--- src/design/lrusd_pkg.sv ---
// lrusd_pkg: sizes, types and helpers shared by the lru stack distance tracker
// depends on nothing; used by the interfaces, the cells, the encoder and the top level
package lrusd_pkg;

  localparam int FRAMES    = 64;
  localparam int PAGE_BITS = 32;

  localparam int IN_W    = 32;
  localparam int CAP_W   = 7;
  localparam int DEPTH_W = 6;
  localparam int IDX_W   = (FRAMES > 1) ? $clog2(FRAMES) : 1;
  localparam int CNT_W   = $clog2(FRAMES + 1);

  localparam logic [CAP_W-1:0] CAP_RESET = CAP_W'(64);

  typedef logic [PAGE_BITS-1:0] page_t;
  typedef logic [IDX_W-1:0]     idx_t;
  typedef logic [CNT_W-1:0]     cnt_t;

  // per-cell control from the top level
  typedef struct packed {
    logic valid;  // entry holds a resident page
    logic shift;  // load from the upper neighbor this cycle
  } cell_ctrl_t;

  // low PAGE_BITS bits of the input word, zero extended where wider
  function automatic page_t to_page(logic [IN_W-1:0] word);
    logic [PAGE_BITS+IN_W-1:0] wide;
    wide = {{PAGE_BITS{1'b0}}, word};
    return wide[PAGE_BITS-1:0];
  endfunction

  // stack position reported modulo the depth field
  function automatic logic [DEPTH_W-1:0] to_depth(idx_t idx);
    logic [IDX_W+DEPTH_W-1:0] wide;
    wide = {{DEPTH_W{1'b0}}, idx};
    return wide[DEPTH_W-1:0];
  endfunction

  // capacity saturated at the number of frames
  function automatic cnt_t eff_cap(logic [CAP_W-1:0] cap);
    cnt_t res;
    if (int'(cap) > FRAMES) begin
      res = CNT_W'(FRAMES);
    end else begin
      res = CNT_W'(cap);
    end
    return res;
  endfunction

endpackage

--- src/design/lrusd_if.sv ---
// lrusd_in_if, lrusd_out_if: valid/ready channels of the tracker
// depends on lrusd_pkg for the field widths
interface lrusd_in_if;
  logic                          valid;
  logic                          ready;
  logic [lrusd_pkg::IN_W-1:0]    page_number;

  modport source (output valid, output page_number, input ready);
  modport sink   (input valid, input page_number, output ready);
endinterface

interface lrusd_out_if;
  logic                            valid;
  logic                            ready;
  logic                            hit;
  logic [lrusd_pkg::DEPTH_W-1:0]   depth;

  modport source (output valid, output hit, output depth, input ready);
  modport sink   (input valid, input hit, input depth, output ready);
endinterface

--- src/design/lrusd_cell.sv ---
// lrusd_cell: one stack position, holds a page and compares it with the lookup
// depends on lrusd_pkg
module lrusd_cell (
  input  logic                  clk,
  input  lrusd_pkg::cell_ctrl_t ctrl,
  input  lrusd_pkg::page_t      lookup,
  input  lrusd_pkg::page_t      page_up,
  output lrusd_pkg::page_t      page_q,
  output logic                  match
);

  lrusd_pkg::page_t page_r;

  assign match  = ctrl.valid && (page_r == lookup);
  assign page_q = page_r;

  always_ff @(posedge clk) begin
    if (ctrl.shift) begin
      page_r <= page_up;
    end
  end

endmodule

--- src/design/lrusd_depth_enc.sv ---
// lrusd_depth_enc: turns the match row into a hit flag and a stack position
// depends on lrusd_pkg; the row has at most one bit set
module lrusd_depth_enc (
  input  logic [lrusd_pkg::FRAMES-1:0] match,
  output logic                         hit,
  output lrusd_pkg::idx_t              idx
);

  always_comb begin
    idx = '0;
    for (int i = 0; i < lrusd_pkg::FRAMES; i++) begin
      if (match[i]) begin
        idx = idx | lrusd_pkg::IDX_W'(i);
      end
    end
  end

  assign hit = |match;

endmodule

--- src/design/lru_stack_distance_tracker_unit.sv ---
// lru_stack_distance_tracker_unit: top level, row of stack cells plus control
// depends on lrusd_pkg, lrusd_in_if/lrusd_out_if, lrusd_cell, lrusd_depth_enc
//
//   channel  | dir | payload                  | handshake
//   ---------+-----+--------------------------+----------------------
//   in_ch    | in  | page_number[31:0]        | valid/ready
//   out_ch   | out | hit, depth[5:0]          | valid/ready
//   cfg_*    | in  | cfg_wdata[6:0] capacity  | cfg_we, no back-pressure
//
// one word a cycle: every cell compares against the lookup page at once, the
// match row is encoded to a depth and the cells shift down in the same cycle
// result shows up in the output register in the cycle after the input word
// in_ready drops only while a result waits and out_ready is low
// synchronous active-low reset empties the stack and sets capacity to 64
// a capacity write also empties the stack; there is no clearing pass
module lru_stack_distance_tracker_unit (
  input  logic                             clk,
  input  logic                             rst_n,
  lrusd_in_if.sink                         in_ch,
  lrusd_out_if.source                      out_ch,
  input  logic                             cfg_we,
  input  logic [lrusd_pkg::CAP_W-1:0]      cfg_wdata
);

  localparam int FRAMES = lrusd_pkg::FRAMES;

  // control registers
  lrusd_pkg::cnt_t eff_cap_r, eff_cap_nxt;
  lrusd_pkg::cnt_t occ_r, occ_nxt;
  logic            out_valid_r, out_valid_nxt;
  // result payload
  logic                              out_hit_r;
  logic [lrusd_pkg::DEPTH_W-1:0]     out_depth_r;

  logic                  accept;
  lrusd_pkg::page_t      lookup;
  logic [FRAMES-1:0]     match;
  logic                  hit;
  lrusd_pkg::idx_t       hit_idx;
  lrusd_pkg::cell_ctrl_t ctrl [FRAMES];
  lrusd_pkg::page_t      page_q [FRAMES];

  // the output register frees up when its word is taken
  assign in_ch.ready = !out_valid_r || out_ch.ready;
  assign accept      = in_ch.valid && in_ch.ready;
  assign lookup      = lrusd_pkg::to_page(in_ch.page_number);

  // per-cell control: valid below occupancy, shift down on accept
  // a hit shifts only the cells at or above the hit position,
  // a miss shifts the whole row and the bottom entry falls off
  always_comb begin
    for (int i = 0; i < FRAMES; i++) begin
      ctrl[i].valid = (lrusd_pkg::CNT_W'(i) < occ_r);
      ctrl[i].shift = accept && (!hit || (lrusd_pkg::IDX_W'(i) <= hit_idx));
    end
  end

  // cell row, page flows from the lookup into cell 0 and downward
  for (genvar g = 0; g < FRAMES; g++) begin : g_cell
    if (g == 0) begin : g_top
      lrusd_cell u_cell (
        .clk     (clk),
        .ctrl    (ctrl[g]),
        .lookup  (lookup),
        .page_up (lookup),
        .page_q  (page_q[g]),
        .match   (match[g])
      );
    end else begin : g_rest
      lrusd_cell u_cell (
        .clk     (clk),
        .ctrl    (ctrl[g]),
        .lookup  (lookup),
        .page_up (page_q[g-1]),
        .page_q  (page_q[g]),
        .match   (match[g])
      );
    end
  end

  lrusd_depth_enc u_enc (
    .match (match),
    .hit   (hit),
    .idx   (hit_idx)
  );

  // occupancy grows on a miss until the effective capacity is reached; a capacity write clears it
  always_comb begin
    eff_cap_nxt   = eff_cap_r;
    occ_nxt       = occ_r;
    out_valid_nxt = out_valid_r;
    if (out_ch.valid && out_ch.ready) begin
      out_valid_nxt = 1'b0;
    end
    if (accept) begin
      out_valid_nxt = 1'b1;
      if (!hit && (occ_r < eff_cap_r)) begin
        occ_nxt = occ_r + lrusd_pkg::CNT_W'(1);
      end
    end
    if (cfg_we) begin
      eff_cap_nxt = lrusd_pkg::eff_cap(cfg_wdata);
      occ_nxt     = '0;
    end
  end

  always_ff @(posedge clk) begin
    if (!rst_n) begin
      eff_cap_r   <= lrusd_pkg::eff_cap(lrusd_pkg::CAP_RESET);
      occ_r       <= '0;
      out_valid_r <= 1'b0;
    end else begin
      eff_cap_r   <= eff_cap_nxt;
      occ_r       <= occ_nxt;
      out_valid_r <= out_valid_nxt;
    end
  end

  // result payload, depth is zero on a miss
  always_ff @(posedge clk) begin
    if (accept) begin
      out_hit_r   <= hit;
      out_depth_r <= hit ? lrusd_pkg::to_depth(hit_idx) : '0;
    end
  end

  assign out_ch.valid = out_valid_r;
  assign out_ch.hit   = out_hit_r;
  assign out_ch.depth = out_depth_r;

endmodule
--- src/flat_wrapper.sv ---
// flat-port wrapper written by rule: the top's interface ports become plain ports
module lru_stack_distance_tracker_unit_flat 
  (clk, rst_n, cfg_we, cfg_wdata, in_ch_valid, in_ch_page_number, in_ch_ready, out_ch_valid, out_ch_hit, out_ch_depth, out_ch_ready);
  lrusd_in_if in_ch_i ();
  lrusd_out_if out_ch_i ();
  input  logic clk;
  input  logic rst_n;
  input  logic cfg_we;
  input  logic [lrusd_pkg::CAP_W-1:0] cfg_wdata;
  input wire logic [$bits(in_ch_i.valid)-1:0] in_ch_valid;
  input wire logic [$bits(in_ch_i.page_number)-1:0] in_ch_page_number;
  output wire logic [$bits(in_ch_i.ready)-1:0] in_ch_ready;
  output wire logic [$bits(out_ch_i.valid)-1:0] out_ch_valid;
  output wire logic [$bits(out_ch_i.hit)-1:0] out_ch_hit;
  output wire logic [$bits(out_ch_i.depth)-1:0] out_ch_depth;
  input wire logic [$bits(out_ch_i.ready)-1:0] out_ch_ready;
  assign in_ch_i.valid = in_ch_valid;
  assign in_ch_i.page_number = in_ch_page_number;
  assign in_ch_ready = in_ch_i.ready;
  assign out_ch_valid = out_ch_i.valid;
  assign out_ch_hit = out_ch_i.hit;
  assign out_ch_depth = out_ch_i.depth;
  assign out_ch_i.ready = out_ch_ready;
  lru_stack_distance_tracker_unit u_core (.clk(clk), .rst_n(rst_n), .in_ch(in_ch_i), .out_ch(out_ch_i), .cfg_we(cfg_we), .cfg_wdata(cfg_wdata));
endmodule
--- config.mk ---
export PLATFORM = sky130hd
export DESIGN_NAME = lru_stack_distance_tracker_unit_flat
export DESIGN_NICKNAME = d
export VERILOG_FILES = /design/src/design/lrusd_pkg.sv /design/src/design/lrusd_if.sv /design/src/design/lrusd_cell.sv /design/src/design/lrusd_depth_enc.sv /design/src/design/lru_stack_distance_tracker_unit.sv /design/src/flat_wrapper.sv
export SDC_FILE = /design/constraint.sdc
export NUM_CORES = 2
export LEC_CHECK = 0
export ABC_AREA = 1
export BUFFER_PORTS_ARGS = -buffer_cell sky130_fd_sc_hd__buf_2
export CAP_MARGIN = 20
export CORE_UTILIZATION = 45
export CTS_CLUSTER_DIAMETER = 200
export DETAILED_ROUTE_END_ITERATION = 7
export GPL_ROUTABILITY_DRIVEN = 0
export SLEW_MARGIN = 20
export SYNTH_ARGS = -nofsm -noshare
export SYNTH_HDL_FRONTEND = slang
export SYNTH_SLANG_ARGS = --single-unit
export TNS_END_PERCENT = 10
--- constraint.sdc ---
create_clock -name clk -period 5.1 [get_ports clk]
set_input_delay 0.255 -clock clk [delete_from_list [all_inputs] [get_ports clk]]
set_output_delay 0.255 -clock clk [all_outputs]
set_load 0.02 [all_outputs]
---- Word level (Yosys, flattened, before mapping) ----
Index checks and enable logic that the tools add are counted.
storage, ports and cells
  register bits ........................... 2070
  input port bits ......................... 44
  output and inout port bits .............. 9
  word-level logic and storage cells ...... 537
operators by class
  add/sub/neg operators ................... 1
  magnitude comparators ................... 130
  equal/unequal tests ..................... 65
  multiplexer cells ....................... 69
  bitwise operators ....................... 1
  reductions and logical operators ........ 202
operator list
  operator                                              number
  equality test 32 bit                                  64
  < comparator 6 x 7 -> 1 bit, first input constant     32
  <= comparator 6 bit, first input constant             32
  2-to-1 mux 6 bit                                      32
  logical AND 1 bit                                     131
  < comparator 5 x 7 -> 1 bit, first input constant     16
  <= comparator 5 x 6 -> 1 bit, first input constant    16
  2-to-1 mux 5 bit                                      16
  logical OR 1 bit                                      65
  OR reduction 64 bit                                   1
  < comparator 4 x 7 -> 1 bit, first input constant     8
  <= comparator 4 x 6 -> 1 bit, first input constant    8
  2-to-1 mux 4 bit                                      8
  < comparator 3 x 7 -> 1 bit, first input constant     4
  2-to-1 mux 7 bit                                      4
  <= comparator 3 x 6 -> 1 bit, first input constant    4
  < comparator 1 x 7 -> 1 bit, first input constant     2
  < comparator 2 x 7 -> 1 bit, first input constant     2
  <= comparator 1 x 6 -> 1 bit, first input constant    2
  <= comparator 2 x 6 -> 1 bit, first input constant    2
  2-to-1 mux 3 bit                                      4
  adder 7 x 1 -> 7 bit, second input constant           1
  greater-than comparator 7 bit, second input constant  1
  < comparator 7 bit                                    1
  other kinds (8)                                       12

---- Logic depth before layout (Yosys ltp) ----
  depth in word-level cells ............... 68
  gate-level depth with buffers ........... 24
  gate-level depth less buffers ........... 22

---- Modules after synthesis ----
A second synthesis with hierarchy kept.
second synthesis, totals
  cell total of the unflattened synthesis .. 11428
  area, all modules ....................... 101582.4 µm²
by module, submodules not included
  module                           times used  cells an instance  area an instance (µm²)  seq. area each (µm²)
  lrusd_cell                       64          170                1541.5                  960.9
  lru_stack_distance_tracker_unit  1           436                2457.4                  510.5
  lrusd_depth_enc                  1           112                470.5                   0.0

---- Worst setup path before layout ----
No wires, ideal clock.
  path kind ............................... in2reg
  start ................................... input port in_ch_page_number[27]
  end ..................................... register u_core.g_cell[29].g_rest.u_cell.page_r[0], enable pin
  setup time .............................. 0.466 ns
  arrival ................................. 4.411 ns
  required time ........................... 4.634 ns
  setup slack ............................. 0.224 ns
  stages on the path ...................... 20
  path buffers ............................ 3
  path through ............................ buf_2 -> buf_6 -> buf_4 -> o21ai_0 -> nor2_1 -> nand2_1 -> inv_1 -> nand2_1 -> nor2_1 -> nand3_1 -> nand2_1 -> nor2_1 -> nand2_1 -> nor2_4 -> nand2_2 -> inv_1 -> nor2_2 -> nor2_1 -> a21oi_1 -> o21ai_0
RTL lines
  element               line                RTL
  from (decl)           flat_wrapper.sv:11  input wire logic [$bits(in_ch_i.page_number)-1:0] in_ch_page_number;
  to (signal assigned)  lrusd_cell.sv:19    page_r <= page_up;
  to (decl)             lrusd_cell.sv:12    lrusd_pkg::page_t page_r;

==> qor.txt <==
Peak Freq = 199 MHz
Die ar. = 0.222 mm²
period utilization = 0.987
final setup margin = 0.0656 ns
met3 Usage GRT = 0.0798
Reg2Reg Depth = 21
measured slew at the worst slew-check pin = 1.23 ns
DP Worst Slack = -0.0524 ns
Post-Synth Simple-Gate Area = 0.188
Worst Path Class, Setup = reg -> reg
die height = 471 µm
crit path capture type = register
RSZ-0062 raised after global routing = false
TritonRoute pass-1 iters = 8
Seq cells post-synth = 2070
Most Crowded Layer GR = met2
clk root buf = clkbuf_16
Max IR drop VDD = 0.000349 V
Post-Synth XOR/XNOR Area = 0.101
Pleak = 44.8 nW
total track usage = 0.332
Total Nets Final = 9988
startpoint types = register
Vias = 72500
initial antenna violation count = 17
clk_skew = 0.0619 ns
max cap viols = 0
Worst Hold Launch = in_ch_page_number[21]
Post-synth EDFFs = 2055
Worst Path Required = 5.63 ns
setup bufs post-CTS = 0
post-route insts no fill = 13000
ys flop type = edfxtp_1
clock slew at the register clock pins of the worst setup and hold paths = 0.06 ns
Starting Density = 0.454
routing usage on met2 = 0.507
worst-path fanout max = 32
antenna-violating nets left = 0
area post-placement = 0.104 mm²
CTS tree = yes
minimum clock period = 5.03 ns
row count = 171
hold depth = 2
WHS Endpoint = u_core.g_cell[0].g_top.u_cell.page_q[21]
Power Dens Cells = 370 mW/mm²
Iter 0 DRT Violations = 11200
post-synthesis mux area share = 0
post-synthesis compound-gate area fraction = 0.0197
drc violations = 0
largest family of logic cells by synthesized area = simple AND/OR/NAND/NOR gates
Distinct cells, synth = 44
Cell Area, Synth = 0.0989 mm²
area grow syn2layout = 12.5%
share of layout cells above drive strength 1 = 0.0771
total power = 41.1 mW
H-Tree Depth = 4
Synth Area per Inst = 10.2 µm²
clock buffer count from CTS = 212
RR Endpoint = u_core.g_cell[57].g_rest.u_cell.page_q[11]
status = finished clean
class of the worst hold path = in -> reg
Overflow after GRT = 0
ys async rst share = 0
clock tree buffer depth = 3
clk_lat worst skew = 0.90 ns
Ys Warns = 0
I/O pins = 53
first-pass GRT wire length = 515 mm
RR Startpoint = u_core.occ_r[6]
Syn Nets = 9728
Mapped Cells = 9677
vias in the first global route = 67800
post-layout instance area = 0.111 mm²
Horiz. Die Dim = 471 µm
PortBufs = 52
DP HPWL = 262 mm
drt wl/cell = 28.8 µm
CTS sink cnt = 2070
Synth area leader = edfxtp_1
arrival time worst endpoint = 5.57 ns
Core Area = 0.218 mm²
max-slew violations = 0
most instantiated library cell after synthesis = nand2_1
area fraction of the dominant cell type after synthesis = 0.624
via-per-instance ratio = 5.58
largest net degree at the start of global routing = 60
Area contributors post-synth = edfxtp_1, nand2_1, xnor2_1
Commonest cells post-synth = nand2_1, edfxtp_1, nor2_1, inv_1, xnor2_1
final count of hold timing violations = 0
WL final = 374 mm
adder-cell share of the synthesized area = 0.000886
flop2flop setup slack = 0.07 ns
global routing met1 resource utilization = 0.423
post-synthesis sequential area ratio = 0.627
Rel. slew slack = 0.175
dpl cells = 12600
Final setup viols = 0
stage by stage:
step	setup TNS [ns]	util	hold WS, ns
floorplan	0	-	0.354
global placement	-1.25	0.478	0.439
detailed placement	-1.55	0.478	0.437
CTS	0	0.510	0.0135
global route	0	0.511	0.0349
finish	0	0.511	0.0980
logic make-up after synthesis:
kind of cell / after synthesis
AOI/OAI and AO/OA: 376
xor gates and xnor gates: 1136
adders and majority gates: 7
buffers and inverters: 1371
DFF: 2070
and+or+nand+nor: 4717
worst max-delay path: stages, from the launching register on:
cell	delay, ns
dfxtp_1	0.36
inv_2	0.27
nand2_1	0.22
nor2_4	0.34
nand2_1	0.20
nand2_1	0.11
nor2_1	0.08
nand3_1	0.10
nor2_1	0.05
nor2_1	0.32
buf_4	0.22
nand2_1	0.28
nor2_1	0.37
nand2_1	0.09
nor2_1	0.26
nand2_1	0.24
nor2_1	0.31
nand2_1	0.11
nand3_1	0.10
nand2_1	0.21
inv_1	0.18
buf_12	0.22
cells in the final DEF (no fill, tap or decap), types with 27 or more instances in the layout:
cell,synthesis,final
a21oi_1,55,42
buf_12,0,95
buf_4,143,241
clkbuf_1,8,59
clkbuf_16,0,215
clkinv_1,1,53
clkinv_2,0,27
edfxtp_1,2055,2055
inv_1,992,991
inv_2,37,37
nand2_1,3127,3126
nand3_1,255,251
nand4_1,78,78
nor2_1,1157,1147
o21ai_0,262,259
o21ai_1,30,28
xnor2_1,828,828
xor2_1,308,308
worst max-delay path by stage:
stage / from / end / cells past startpoint
final: u_core.occ_r[6] / u_core.g_cell[57].g_rest.u_cell.page_q[11] / 21
after global routing: u_core.occ_r[6] / u_core.g_cell[43].g_rest.u_cell.page_q[1] / 19
after CTS: u_core.occ_r[6] / u_core.g_cell[57].g_rest.u_cell.page_q[11] / 22
after detailed placement: in_ch_page_number[20] / u_core.g_cell[37].g_rest.u_cell.page_q[21] / 21
after global placement: in_ch_page_number[31] / u_core.g_cell[37].g_rest.u_cell.page_q[23] / 20
after floorplan: in_ch_page_number[27] / u_core.g_cell[29].g_rest.u_cell.page_q[0] / 20
state kept, by name (all words and copies together), names as in the netlist:
| name | cells |
|---|---|
| u_core.out_ch.depth | 6 |
| u_core.out_ch.hit | 1 |
| u_core.g_cell.g_top.u_cell.page_q | 32 |
| u_core.occ_r | 7 |
| u_core.eff_cap_r | 7 |
| u_core.g_cell.g_rest.u_cell.page_q | 2016 |
| u_core.out_ch.valid | 1 |
per-layer routing:
| layer | vias to the layer above | share of wire |
|---|---|---|
| li1 | 31500 | - |
| met1 | 34900 | 0.37 |
| met2 | 4911 | 0.44 |
| met3 | 1198 | 0.12 |
| met4 | 8 | 0.076 |
| met5 | - | 0.00015 |
layout make-up:
cell class	count	area [µm²]
diodes	11	27.5
clock buffers	277	5640
clock inverters	120	1170
fillers	19200	107000
inverters	1038	3920
multi-input cells	6237	30800
flip-flops and latches	2070	62000
well taps	2854	3570
repair buffers	378	4050
power breakdown:
part / switching [mW] / total [mW] / internal [mW]
Sequential: 1.11 / 21.2 / 20.1
Combinational: 2.88 / 4.28 / 1.40
Clock: 6.93 / 15.6 / 8.71
repair_timing:
| item | in CTS | in global routing |
|---|---|---|
| gates cloned | 1 | 0 |
| hold buffers | 21 | 0 |
| gates resized for setup | 1 | 5 |
| setup endpoints to repair | 32 | 634 |
| endpoints found under the hold margin | 20 | 0 |
Power figures use the tool's default switching activity.
